`config.mk`:
```
export PLATFORM = sky130hd
export DESIGN_NAME = glyph_tile_map_writer_flat
export DESIGN_NICKNAME = d
export VERILOG_FILES = /design/src/rtl/core/gtmw_pkg.sv /design/src/rtl/core/gtmw_in_if.sv /design/src/rtl/core/gtmw_out_if.sv /design/src/rtl/core/glyph_tile_map_writer.sv /design/src/rtl/core/gtmw_glyph_ram.sv /design/src/rtl/core/gtmw_divider.sv /design/src/flat_wrapper.sv
export SDC_FILE = /design/constraint.sdc
export NUM_CORES = 2
export LEC_CHECK = 0
export BUFFER_PORTS_ARGS = -buffer_cell sky130_fd_sc_hd__buf_2
export CAP_MARGIN = 20
export CORE_MARGIN = 3
export CORE_UTILIZATION = 55
export CTS_CLUSTER_DIAMETER = 40
export DETAILED_ROUTE_END_ITERATION = 12
export GPL_ROUTABILITY_DRIVEN = 0
export HOLD_SLACK_MARGIN = 0.1
export PLACE_DENSITY = 0.7
export SYNTH_ARGS = -nofsm -noshare
export SYNTH_HDL_FRONTEND = slang
export SYNTH_HIERARCHICAL = 1
export SYNTH_SLANG_ARGS = --single-unit
```
`constraint.sdc`:
```
create_clock -name clk -period 9.05 [get_ports clk]
set_input_delay 1.81 -clock clk [delete_from_list [all_inputs] [get_ports clk]]
set_output_delay 1.81 -clock clk [all_outputs]
set_load 0.01 [all_outputs]
```
`src/rtl/core/gtmw_pkg.sv`:
```
package gtmw_pkg;

  // Item modes carried in the mode field of an input word.
  typedef enum logic [1:0] {
    MODE_LOAD        = 2'd0,
    MODE_DRAW_AT     = 2'd1,
    MODE_DRAW_CURSOR = 2'd2,
    MODE_UNUSED      = 2'd3
  } mode_t;

  // Configuration register indexes.
  typedef logic [2:0] cfg_index_t;
  localparam cfg_index_t CFG_CHAR_BASE     = 3'd0;
  localparam cfg_index_t CFG_CHAR_COUNT    = 3'd1;
  localparam cfg_index_t CFG_CELL_WIDTH    = 3'd2;
  localparam cfg_index_t CFG_CELL_HEIGHT   = 3'd3;
  localparam cfg_index_t CFG_SHEET_COLUMNS = 3'd4;

  // Palette 2 in bits 15 to 12 of every map entry.
  localparam logic [15:0] MAP_PALETTE = 16'(2 << 12);

  localparam logic [6:0] CURSOR_MAX = 7'd127;

  // Divider request and response.
  typedef struct packed {
    logic       start;
    logic [7:0] dividend;
    logic [6:0] divisor;
  } div_req_t;

  typedef struct packed {
    logic       done;
    logic [7:0] quotient;
    logic [6:0] remainder;
  } div_rsp_t;

endpackage

```
`src/rtl/core/gtmw_in_if.sv`:
```
interface gtmw_in_if;
  import gtmw_pkg::*;

  logic       valid;
  logic       ready;
  logic [1:0] mode;
  logic [7:0] table_index;
  logic [7:0] table_value;
  logic [7:0] char_code;
  logic [6:0] tile_x;
  logic [5:0] tile_y;

  modport source (
    output valid, mode, table_index, table_value, char_code, tile_x, tile_y,
    input  ready
  );

  modport sink (
    input  valid, mode, table_index, table_value, char_code, tile_x, tile_y,
    output ready
  );

endinterface

```
`src/rtl/core/gtmw_out_if.sv`:
```
interface gtmw_out_if;
  import gtmw_pkg::*;

  logic        valid;
  logic        ready;
  logic [9:0]  map_address;
  logic [15:0] map_entry;
  logic        last;

  modport source (
    output valid, map_address, map_entry, last,
    input  ready
  );

  modport sink (
    input  valid, map_address, map_entry, last,
    output ready
  );

endinterface

```
`src/rtl/core/glyph_tile_map_writer.sv`:
```
// A load word is taken while idle. A draw word reads its table slot and starts the
// first divide, then runs the second divide and the start-tile multiply, and then
// gives one map write per cycle for each visible tile while the output is not stalled;
// no new word is taken until it is done. Both 8-step divides use the shared divider.
// Reset: the configuration registers return to their defaults and the cursor to zero.
// The glyph table is not cleared and holds nothing defined until it is loaded.
module glyph_tile_map_writer #(
  parameter int SCREEN_COLS       = 32,
  parameter int SCREEN_ROWS       = 24,
  parameter int GLYPH_TABLE_DEPTH = 256,
  parameter int MAX_CELL_SIDE     = 8
) (
  input  logic                   clk,
  input  logic                   rst_n,
  input  logic                   cfg_we,
  input  gtmw_pkg::cfg_index_t   cfg_index,
  input  logic [8:0]             cfg_wdata,
  gtmw_in_if.sink                in_if,
  gtmw_out_if.source             out_if
);
  import gtmw_pkg::*;

  localparam int AW = $clog2(GLYPH_TABLE_DEPTH);
  localparam logic [7:0]  COLS8     = 8'(SCREEN_COLS);
  localparam logic [6:0]  ROWS7     = 7'(SCREEN_ROWS);
  localparam logic [9:0]  COLS10    = 10'(SCREEN_COLS);
  localparam logic [8:0]  DEPTH9    = 9'(GLYPH_TABLE_DEPTH);
  localparam logic [3:0]  MAX_SIDE4 = 4'(MAX_CELL_SIDE);

  // The sequencer walks one draw word through both divides, the start-tile multiply
  // and then the tile emission. Only the idle state takes new words.
  typedef enum logic [5:0] {
    S_IDLE = 6'b000001,
    S_DIV1 = 6'b000010,
    S_DIV2 = 6'b000100,
    S_MUL1 = 6'b001000,
    S_MUL2 = 6'b010000,
    S_EMIT = 6'b100000
  } state_t;

  state_t state_r, state_nxt;

  // Configuration registers.
  logic [7:0] char_base_r;
  logic [8:0] char_count_r;
  logic [3:0] cell_width_r;
  logic [3:0] cell_height_r;
  logic [6:0] sheet_columns_r;

  // Cursor.
  logic [6:0] cursor_col_r, cursor_col_nxt;
  logic [5:0] cursor_row_r, cursor_row_nxt;

  // Working registers of the current draw word.
  logic [6:0] col_r, col_nxt;
  logic [5:0] row_r, row_nxt;
  logic [7:0] quo_r, quo_nxt;
  logic [6:0] rem_r, rem_nxt;
  logic [9:0] t1_r, t1_nxt;
  logic [9:0] t2_r, t2_nxt;
  logic [3:0] vw_r, vw_nxt;
  logic [3:0] vh_r, vh_nxt;
  logic [2:0] c_cnt_r, c_cnt_nxt;
  logic [2:0] r_cnt_r, r_cnt_nxt;
  logic [9:0] tile_row_r, tile_row_nxt;
  logic [9:0] addr_row_r, addr_row_nxt;

  // Output register.
  logic        out_valid_r, out_valid_nxt;
  logic [9:0]  out_addr_r, out_addr_nxt;
  logic [15:0] out_entry_r, out_entry_nxt;
  logic        out_last_r, out_last_nxt;

  // Glyph memory and divider hookup.
  logic          mem_we;
  logic [AW-1:0] mem_waddr;
  logic          mem_re;
  logic [AW-1:0] mem_raddr;
  logic [7:0]    mem_rdata;
  div_req_t      div_req;
  div_rsp_t      div_rsp;

  // Decoded input word.
  logic       in_acc;
  mode_t      in_mode;
  logic       is_draw;
  logic [6:0] col_sel;
  logic [5:0] row_sel;
  logic [7:0] slot;
  logic       char_ok;
  logic [7:0] adv_sum;

  // Clamped cell sides.
  logic [3:0] wc;
  logic [3:0] hc;

  // Visible-area and emission helpers.
  logic [7:0] col_room;
  logic [6:0] row_room;
  logic [3:0] vw_calc;
  logic [3:0] vh_calc;
  logic [9:0] start_tile;
  logic [9:0] addr_base;
  logic       out_free;
  logic       word_last;
  logic       row_end;
  logic [9:0] tile_now;

  assign in_acc  = in_if.valid && in_if.ready;
  assign in_mode = mode_t'(in_if.mode);
  assign is_draw = (in_mode == MODE_DRAW_AT) || (in_mode == MODE_DRAW_CURSOR);

  assign wc = (cell_width_r > MAX_SIDE4) ? MAX_SIDE4 : cell_width_r;
  assign hc = (cell_height_r > MAX_SIDE4) ? MAX_SIDE4 : cell_height_r;

  // Mode 1 moves the cursor before drawing; mode 2 draws where the cursor stands.
  assign col_sel = (in_mode == MODE_DRAW_AT) ? in_if.tile_x : cursor_col_r;
  assign row_sel = (in_mode == MODE_DRAW_AT) ? in_if.tile_y : cursor_row_r;
  assign adv_sum = {1'b0, col_sel} + {4'b0, wc};

  // A character is drawn only when it falls inside the loaded range of the table and
  // the cell has a nonzero size.
  assign slot    = in_if.char_code - char_base_r;
  assign char_ok = (in_if.char_code >= char_base_r) &&
                   ({1'b0, slot} < char_count_r) &&
                   ({1'b0, slot} < DEPTH9) &&
                   (wc != 4'd0) && (hc != 4'd0);

  assign mem_we    = in_acc && (in_mode == MODE_LOAD) && ({1'b0, in_if.table_index} < DEPTH9);
  assign mem_waddr = in_if.table_index[AW-1:0];
  assign mem_re    = in_acc && is_draw && char_ok;
  assign mem_raddr = slot[AW-1:0];

  // The first divide gives cells per sheet row, the second splits the cell number
  // into sheet row and sheet column. The table read has finished long before.
  always_comb begin
    div_req.start    = 1'b0;
    div_req.dividend = {1'b0, sheet_columns_r};
    div_req.divisor  = {3'b0, wc};
    if (mem_re) begin
      div_req.start = 1'b1;
    end else if ((state_r == S_DIV1) && div_rsp.done && (div_rsp.quotient != 8'd0)) begin
      div_req.start    = 1'b1;
      div_req.dividend = mem_rdata;
      div_req.divisor  = div_rsp.quotient[6:0];
    end
  end

  // Visible part of the cell: tiles at or past the screen edge are never visited.
  assign col_room = COLS8 - {1'b0, col_r};
  assign row_room = ROWS7 - {1'b0, row_r};
  assign vw_calc  = ({1'b0, col_r} >= COLS8) ? 4'd0 :
                    (col_room < {4'b0, wc}) ? col_room[3:0] : wc;
  assign vh_calc  = ({1'b0, row_r} >= ROWS7) ? 4'd0 :
                    (row_room < {3'b0, hc}) ? row_room[3:0] : hc;

  // Start tile in the sheet and first map address, both modulo 1024.
  assign start_tile = t1_r * {3'b0, sheet_columns_r} + t2_r;
  assign addr_base  = {4'b0, row_r} * COLS10 + {3'b0, col_r};

  assign out_free  = !out_valid_r || out_if.ready;
  assign row_end   = ({1'b0, c_cnt_r} == vw_r - 4'd1);
  assign word_last = row_end && ({1'b0, r_cnt_r} == vh_r - 4'd1);
  assign tile_now  = tile_row_r + {7'b0, c_cnt_r};

  always_comb begin
    state_nxt      = state_r;
    cursor_col_nxt = cursor_col_r;
    cursor_row_nxt = cursor_row_r;
    col_nxt        = col_r;
    row_nxt        = row_r;
    quo_nxt        = quo_r;
    rem_nxt        = rem_r;
    t1_nxt         = t1_r;
    t2_nxt         = t2_r;
    vw_nxt         = vw_r;
    vh_nxt         = vh_r;
    c_cnt_nxt      = c_cnt_r;
    r_cnt_nxt      = r_cnt_r;
    tile_row_nxt   = tile_row_r;
    addr_row_nxt   = addr_row_r;
    out_valid_nxt  = out_valid_r;
    out_addr_nxt   = out_addr_r;
    out_entry_nxt  = out_entry_r;
    out_last_nxt   = out_last_r;

    if (out_valid_r && out_if.ready) begin
      out_valid_nxt = 1'b0;
    end

    unique case (state_r)
      S_IDLE: begin
        if (in_acc && is_draw) begin
          // The cursor advances whether or not the character draws anything.
          col_nxt        = col_sel;
          row_nxt        = row_sel;
          cursor_row_nxt = row_sel;
          cursor_col_nxt = (adv_sum > {1'b0, CURSOR_MAX}) ? CURSOR_MAX : adv_sum[6:0];
          if (char_ok) begin
            state_nxt = S_DIV1;
          end
        end
      end
      S_DIV1: begin
        if (div_rsp.done) begin
          // A cell wider than the sheet leaves no cell per row and draws nothing.
          state_nxt = (div_rsp.quotient == 8'd0) ? S_IDLE : S_DIV2;
        end
      end
      S_DIV2: begin
        if (div_rsp.done) begin
          quo_nxt   = div_rsp.quotient;
          rem_nxt   = div_rsp.remainder;
          state_nxt = S_MUL1;
        end
      end
      S_MUL1: begin
        t1_nxt    = {2'b0, quo_r} * {6'b0, hc};
        t2_nxt    = {3'b0, rem_r} * {6'b0, wc};
        state_nxt = S_MUL2;
      end
      S_MUL2: begin
        vw_nxt       = vw_calc;
        vh_nxt       = vh_calc;
        c_cnt_nxt    = '0;
        r_cnt_nxt    = '0;
        tile_row_nxt = start_tile;
        addr_row_nxt = addr_base;
        state_nxt    = ((vw_calc == 4'd0) || (vh_calc == 4'd0)) ? S_IDLE : S_EMIT;
      end
      S_EMIT: begin
        if (out_free) begin
          out_valid_nxt = 1'b1;
          out_addr_nxt  = addr_row_r + {7'b0, c_cnt_r};
          out_entry_nxt = MAP_PALETTE | {6'b0, tile_now};
          out_last_nxt  = word_last;
          if (row_end) begin
            c_cnt_nxt    = '0;
            r_cnt_nxt    = r_cnt_r + 3'd1;
            tile_row_nxt = tile_row_r + {3'b0, sheet_columns_r};
            addr_row_nxt = addr_row_r + COLS10;
          end else begin
            c_cnt_nxt = c_cnt_r + 3'd1;
          end
          if (word_last) begin
            state_nxt = S_IDLE;
          end
        end
      end
      default: begin
        state_nxt = S_IDLE;
      end
    endcase
  end

  // Control state and configuration.
  always_ff @(posedge clk) begin
    if (!rst_n) begin
      state_r         <= S_IDLE;
      out_valid_r     <= 1'b0;
      cursor_col_r    <= '0;
      cursor_row_r    <= '0;
      char_base_r     <= 8'd32;
      char_count_r    <= 9'd96;
      cell_width_r    <= 4'd1;
      cell_height_r   <= 4'd1;
      sheet_columns_r <= 7'd32;
    end else begin
      state_r      <= state_nxt;
      out_valid_r  <= out_valid_nxt;
      cursor_col_r <= cursor_col_nxt;
      cursor_row_r <= cursor_row_nxt;
      if (cfg_we) begin
        unique case (cfg_index)
          CFG_CHAR_BASE:     char_base_r     <= cfg_wdata[7:0];
          CFG_CHAR_COUNT:    char_count_r    <= cfg_wdata;
          CFG_CELL_WIDTH:    cell_width_r    <= cfg_wdata[3:0];
          CFG_CELL_HEIGHT:   cell_height_r   <= cfg_wdata[3:0];
          CFG_SHEET_COLUMNS: sheet_columns_r <= cfg_wdata[6:0];
          default: begin
          end
        endcase
      end
    end
  end

  // Payload and working registers.
  always_ff @(posedge clk) begin
    col_r       <= col_nxt;
    row_r       <= row_nxt;
    quo_r       <= quo_nxt;
    rem_r       <= rem_nxt;
    t1_r        <= t1_nxt;
    t2_r        <= t2_nxt;
    vw_r        <= vw_nxt;
    vh_r        <= vh_nxt;
    c_cnt_r     <= c_cnt_nxt;
    r_cnt_r     <= r_cnt_nxt;
    tile_row_r  <= tile_row_nxt;
    addr_row_r  <= addr_row_nxt;
    out_addr_r  <= out_addr_nxt;
    out_entry_r <= out_entry_nxt;
    out_last_r  <= out_last_nxt;
  end

  gtmw_glyph_ram #(
    .DEPTH (GLYPH_TABLE_DEPTH)
  ) u_glyph_ram (
    .clk   (clk),
    .we    (mem_we),
    .waddr (mem_waddr),
    .wdata (in_if.table_value),
    .re    (mem_re),
    .raddr (mem_raddr),
    .rdata (mem_rdata)
  );

  gtmw_divider u_divider (
    .clk   (clk),
    .rst_n (rst_n),
    .req   (div_req),
    .rsp   (div_rsp)
  );

  assign in_if.ready        = (state_r == S_IDLE);
  assign out_if.valid       = out_valid_r;
  assign out_if.map_address = out_addr_r;
  assign out_if.map_entry   = out_entry_r;
  assign out_if.last        = out_last_r;

`ifndef NO_ASSERTIONS
  // The divider only finishes while the sequencer waits for it.
  a_div_done_state: assert property (@(posedge clk) disable iff (!rst_n)
    div_rsp.done |-> ((state_r == S_DIV1) || (state_r == S_DIV2)))
    else $error("divider finished outside a divide state");

  // Emission only runs over a nonempty visible area.
  a_emit_area: assert property (@(posedge clk) disable iff (!rst_n)
    (state_r == S_EMIT) |-> ((vw_r != 4'd0) && (vh_r != 4'd0)))
    else $error("emission started on an empty area");

  // The row and column counters stay inside the visible area.
  a_emit_bounds: assert property (@(posedge clk) disable iff (!rst_n)
    (state_r == S_EMIT) |-> (({1'b0, r_cnt_r} < vh_r) && ({1'b0, c_cnt_r} < vw_r)))
    else $error("tile counters left the visible area");

  // A word with last set ends the draw, so the sequencer is idle right after it loads.
  a_last_ends: assert property (@(posedge clk) disable iff (!rst_n)
    ((state_r == S_EMIT) && out_free && word_last) |=> (state_r == S_IDLE))
    else $error("draw continued after its last word");
`endif

endmodule

```
`src/rtl/core/gtmw_glyph_ram.sv`:
```
module gtmw_glyph_ram #(
  parameter int DEPTH = 256
) (
  input  logic                     clk,
  input  logic                     we,
  input  logic [$clog2(DEPTH)-1:0] waddr,
  input  logic [7:0]               wdata,
  input  logic                     re,
  input  logic [$clog2(DEPTH)-1:0] raddr,
  output logic [7:0]               rdata
);

  logic [7:0] mem [DEPTH];
  logic [7:0] rdata_r;

  always_ff @(posedge clk) begin
    if (we) begin
      mem[waddr] <= wdata;
    end
  end

  always_ff @(posedge clk) begin
    if (re) begin
      rdata_r <= mem[raddr];
    end
  end

  assign rdata = rdata_r;

endmodule

```
`src/rtl/core/gtmw_divider.sv`:
```
module gtmw_divider (
  input  logic               clk,
  input  logic               rst_n,
  input  gtmw_pkg::div_req_t req,
  output gtmw_pkg::div_rsp_t rsp
);
  import gtmw_pkg::*;

  localparam int STEPS = 8;

  logic       busy_r;
  logic       done_r;
  logic [2:0] cnt_r;
  logic [7:0] quo_r;
  logic [6:0] rem_r;
  logic [6:0] divisor_r;

  logic [7:0] trial;
  logic [7:0] diff;
  logic       fits;

  // One restoring step per cycle: shift in the next dividend bit and subtract if it fits.
  assign trial = {rem_r, quo_r[7]};
  assign diff  = trial - {1'b0, divisor_r};
  assign fits  = trial >= {1'b0, divisor_r};

  always_ff @(posedge clk) begin
    if (!rst_n) begin
      busy_r <= 1'b0;
      done_r <= 1'b0;
      cnt_r  <= '0;
    end else if (req.start) begin
      busy_r <= 1'b1;
      done_r <= 1'b0;
      cnt_r  <= '0;
    end else if (busy_r) begin
      cnt_r <= cnt_r + 3'd1;
      if (cnt_r == 3'(STEPS - 1)) begin
        busy_r <= 1'b0;
        done_r <= 1'b1;
      end
    end else begin
      done_r <= 1'b0;
    end
  end

  always_ff @(posedge clk) begin
    if (req.start) begin
      quo_r     <= req.dividend;
      rem_r     <= '0;
      divisor_r <= req.divisor;
    end else if (busy_r) begin
      quo_r <= {quo_r[6:0], fits};
      rem_r <= fits ? diff[6:0] : trial[6:0];
    end
  end

  assign rsp.done      = done_r;
  assign rsp.quotient  = quo_r;
  assign rsp.remainder = rem_r;

endmodule
```
`src/flat_wrapper.sv`:
```
// flat-port wrapper written by rule: the top's interface ports become plain ports
module glyph_tile_map_writer_flat import gtmw_pkg::*;
#(
  parameter int SCREEN_COLS       = 32,
  parameter int SCREEN_ROWS       = 24,
  parameter int GLYPH_TABLE_DEPTH = 256,
  parameter int MAX_CELL_SIDE     = 8
)
  (clk, rst_n, cfg_we, cfg_index, cfg_wdata, in_if_valid, in_if_mode, in_if_table_index, in_if_table_value, in_if_char_code, in_if_tile_x, in_if_tile_y, in_if_ready, out_if_valid, out_if_map_address, out_if_map_entry, out_if_last, out_if_ready);
  gtmw_in_if in_if_i ();
  gtmw_out_if out_if_i ();
  input  logic clk;
  input  logic rst_n;
  input  logic cfg_we;
  input  gtmw_pkg::cfg_index_t cfg_index;
  input  logic [8:0] cfg_wdata;
  input wire logic [$bits(in_if_i.valid)-1:0] in_if_valid;
  input wire logic [$bits(in_if_i.mode)-1:0] in_if_mode;
  input wire logic [$bits(in_if_i.table_index)-1:0] in_if_table_index;
  input wire logic [$bits(in_if_i.table_value)-1:0] in_if_table_value;
  input wire logic [$bits(in_if_i.char_code)-1:0] in_if_char_code;
  input wire logic [$bits(in_if_i.tile_x)-1:0] in_if_tile_x;
  input wire logic [$bits(in_if_i.tile_y)-1:0] in_if_tile_y;
  output wire logic [$bits(in_if_i.ready)-1:0] in_if_ready;
  output wire logic [$bits(out_if_i.valid)-1:0] out_if_valid;
  output wire logic [$bits(out_if_i.map_address)-1:0] out_if_map_address;
  output wire logic [$bits(out_if_i.map_entry)-1:0] out_if_map_entry;
  output wire logic [$bits(out_if_i.last)-1:0] out_if_last;
  input wire logic [$bits(out_if_i.ready)-1:0] out_if_ready;
  assign in_if_i.valid = in_if_valid;
  assign in_if_i.mode = in_if_mode;
  assign in_if_i.table_index = in_if_table_index;
  assign in_if_i.table_value = in_if_table_value;
  assign in_if_i.char_code = in_if_char_code;
  assign in_if_i.tile_x = in_if_tile_x;
  assign in_if_i.tile_y = in_if_tile_y;
  assign in_if_ready = in_if_i.ready;
  assign out_if_valid = out_if_i.valid;
  assign out_if_map_address = out_if_i.map_address;
  assign out_if_map_entry = out_if_i.map_entry;
  assign out_if_last = out_if_i.last;
  assign out_if_i.ready = out_if_ready;
  glyph_tile_map_writer #(.SCREEN_COLS(SCREEN_COLS), .SCREEN_ROWS(SCREEN_ROWS), .GLYPH_TABLE_DEPTH(GLYPH_TABLE_DEPTH), .MAX_CELL_SIDE(MAX_CELL_SIDE)) u_core (.clk(clk), .rst_n(rst_n), .cfg_we(cfg_we), .cfg_index(cfg_index), .cfg_wdata(cfg_wdata), .in_if(in_if_i), .out_if(out_if_i));
endmodule
```
==> impl_summary.txt <==
----------------------------------------------------
[GRT]
  Total grt overflow ... 0
  Number of antenna violations at the first check in global routing ... 7
  Overall fraction of global-route tracks in use ... 0.263
  Vias in the first global route ... 48.4k
  First-pass GRT wire length ... 332000 µm
  Largest net degree at the start of global routing ... 117

[Synth]
  Top post-synthesis cells by count ... 2174 x edfxtp_1, 454 x mux4_2, 350 x nor2_1
  Combined area of all synthesized cells ... 92400 µm²
  Proportion of synthesized chip area in sequential cells ... 0.721
  Synthesized area per cell ... 18.4 µm²
  Main synth FF type ... edfxtp_1
  Distinct cell type count after synthesis ... 89
  Most numerous cell in the Yosys netlist ... edfxtp_1
  Cells after synthesis ... 5006
  Register bit count reported by yosys ... 2238
  Number of synthesized flops with an enable pin ... 2174
  Synthesis Warnings ... 6
  Post-synth top area cell ... edfxtp_1
  Area contributors post-synth ... edfxtp_1 71%, mux4_2 11%, mux2i_1 1.8%
  Async set-or-reset flop fraction in the synthesized netlist ... 0
  Top-area cell type share of the netlist area ... 0.707

[Clock tree]
  Hold bufs inserted after CTS ... 0
  Num CTS Buffers ... 290
  CTS H-tree lvls ... 5
  CTS tree ... done
  Number of clock sinks ... 2238
  Clock insertion delay at the later pin of the skew report ... 910 ps
  Postcts setup bufs ... 0
  Clock tree root driver cell ... clkbuf_16
  Clock edge transition at the registers on the reported setup and hold paths ... 50 ps
  Count of cells resized by post-cts repair ... 0
  Largest buffer count on any clock path ... 4

[Power]
  Proportion of total power due to net switching ... 0.226
  Worst-case vdd ir drop ... 0.000200 V
  PwrDens ... 234 nW/µm²
  Internal ... 18900 µW
  P_leak ... 0.0338 µW
  Switching power of the nets ... 5530 µW
  Sequential cell fraction of total power ... 0.469
  Share of power burned in the clock network ... 0.456
  Combinational group share of total power ... 0.075

[STA]
  Slew @ Worst Pin ... 1320 ps
  Max-slew violation count ... 0
  Final critical-path share of the clock period ... 0.646
  Final critical delay including setup and external delays ... 5850 ps
  Worst clock skew on the final layout ... 70.1 ps
  RSZ-0062 raised after global routing ... false
  Final TNS setup ... 0 ps
  Final Hold Fails ... 0
  Total of endpoints with negative setup slack in the final report ... 0
  Worst-case headroom to the max-slew limit ... 0.112
  Maximum clock frequency ... 171 MHz
  Minimum setup slack in the final design ... 3200 ps

[Route]
  Via count normalized by instance count ... 6.43
  First-iteration detailed-routing DRC count ... 6097
  Via total after detailed routing ... 48.9k
  Post-DR wirelength/cell ... 29.7 µm
  Total DRC errors in the routed layout ... 0
  Routed WL ... 225000 µm
  Post-route antenna net violation count ... 0
  Number of search-and-repair iterations in the first detailed-routing pass ... 7

[Worst setup path]
  Slowest cell on the critical path ... nor4_1
  Most repeated library cell on the critical path ... a21o_1
  Peak per-stage delay on the critical path ... 1060 ps
  Cells traversed along the worst timing path ... buf_2 > ha_1 > a21o_1 > a21o_1 > a21o_1 > a21o_1 > a31oi_1 > xnor2_2 > buf_4 > nor2b_1 > nor2b_1 > a21oi_1 > nor4_1 > nor4_2
  Endpoint class of the critical path ... flop
  Buffers plus inverters on the worst setup path ... 2
  Cell family with most CP delay ... simple AND/OR/NAND/NOR gates
  Kind of critical path ... input port to flop
  Data arrival time at the worst-slack endpoint ... 6460 ps
  Crit path max fanout ... 13
  Critical Path RT ... 9670 ps
  Startpoint type of the worst setup path ... input port

[Floorplanning]
  DIE AREA ... 173000 µm²
  Core Rows ... 149
  CORE AREA ... 166000 µm²
  Vertical die dimension ... 416 µm
  Die W ... 416 µm
  Starting density of the core ... 0.557
  Number of top-level pins ... 85

[Flow run]
  Number of max-cap violations ... 0

[Layout]
  Share of final-layout standard cells stronger than drive strength 1 ... 0.212
  Layout overhead on the synthesized area ... 12.9%
  Post-route design area ... 104000 µm²
  NumNets Final ... 5411

[Placed design]
  Worst slack at placement ... 2390 ps
  Post-detail-place hpwl ... 140000 µm
  IO Port Bufs ... 78
  Placed inst area ... 94900 µm²

[Status]
  Outcome ... finished clean

[Hold path]
  Hold/Removal Path Class ... flop to flop

----------------------------------------------------
[worst paths after layout]
check / from / slack (ps) / to / depth (start not counted)
max: in_if_char_code[1] / 3200 / u_core/u_glyph_ram/rdata[6] / 14
min: u_core/cursor_row_r[5] / 460 / u_core/cursor_row_r[5] / 2
max reg2reg: u_core/char_base_r[1] / 3870 / u_core/u_glyph_ram/rdata[6] / 14
min reg2reg: u_core/cursor_row_r[5] / 460 / u_core/cursor_row_r[5] / 2
[layout by cell type, fill, tap and decap left out, drive strengths merged, types with 135 or more instances in the layout]
cell type	count
mux4	456
edfxtp	2174
a22oi	135
nor2	350
clkbuf	332
nand2	178
mux2i	162
inv	178
buf	164
a21oi	144
[routing by layer]
layer | up-vias | track usage | wire [µm]
met5 | - | 0 | 23
met2 | 2576 | 0.415 | 109000
met1 | 25380 | 0.370 | 87200
li1 | 20467 | - | -
met4 | 4 | 0.0861 | 7670
met3 | 446 | 0.0547 | 22000
[area by class of cell]
class | instances | area [µm²]
flip-flops and latches | 2238 | 66600
clock inverters | 178 | 1850
clock buffers | 324 | 7540
fillers | 11334 | 61600
well taps | 2189 | 2740
diodes | 2 | 5.00
repair buffers | 172 | 1290
inverters | 139 | 529
multi-input cells | 2354 | 23800
[flip-flops by register name, summed over array words and instances, names as in the netlist, 6 cells and up]
name	count
u_core/sheet_columns_r	7
u_core/rem_r	7
u_core/u_glyph_ram/mem	2048
u_core/addr_row_r	10
u_core/u_divider/divisor_r	7
u_core/u_divider/rem_r	7
u_core/u_glyph_ram/rdata	8
u_core/u_divider/quo_r	8
u_core/cursor_col_r	7
u_core/state_r	6
u_core/out_if.map_address	10
u_core/t1_r	10
u_core/col_r	7
u_core/char_count_r	9
u_core/quo_r	8
u_core/char_base_r	8
u_core/row_r	6
u_core/tile_row_r	10
u_core/t2_r	10
u_core/out_if.map_entry	10
u_core/cursor_row_r	6
[worst reg2reg max path: cells and delay by family (launching register included)]
| kind | cells | cell delay [ps] |
|---|---|---|
| DFF | 1 | 340 |
| and+or+nand+nor | 4 | 2460 |
| AOI/OAI and AO/OA | 6 | 1310 |
| xor gates and xnor gates | 1 | 140 |
| adders and majority gates | 1 | 300 |
| buffers and inverters | 2 | 380 |
[metrics by stage]
step | utilization | total power, µW | cells | hold slack [ps]
final | 0.629 | 24400 | 7596 | 461
after global routing | 0.629 | 25100 | 7595 | 491
after CTS | 0.628 | 24600 | 7592 | 465
after detailed placement | 0.572 | 13500 | 7090 | 457
after global placement | 0.571 | 13400 | 7081 | 446
after floorplan | - | 12800 | 5010 | 438
[cell families (layout without fill, tap and decap cells)]
logic type | count (synthesis) | after routing | synth area share
other | 2 | 8 | 0.0000813
AND/OR/NAND/NOR | 880 | 880 | 0.0457
flip-flops | 2238 | 2238 | 0.721
buffers and inverters | 418 | 813 | 0.0236
XOR/XNOR | 92 | 92 | 0.00873
AO/OA/AOI/OAI | 571 | 571 | 0.0426
adder cells (fa/ha/maj) | 160 | 160 | 0.0265
multiplexers | 645 | 645 | 0.132
[power groups by stage]
stage	Combinational (µW)	Clock (µW)	Sequential, µW
global route	1930	11700	11500
CTS	1810	11300	11500
floorplan	1140	0	11600
detailed placement	1800	0	11700
global placement	1770	0	11700
finish	1830	11100	11500
Note: power is estimated with default switching activity, not from simulation.
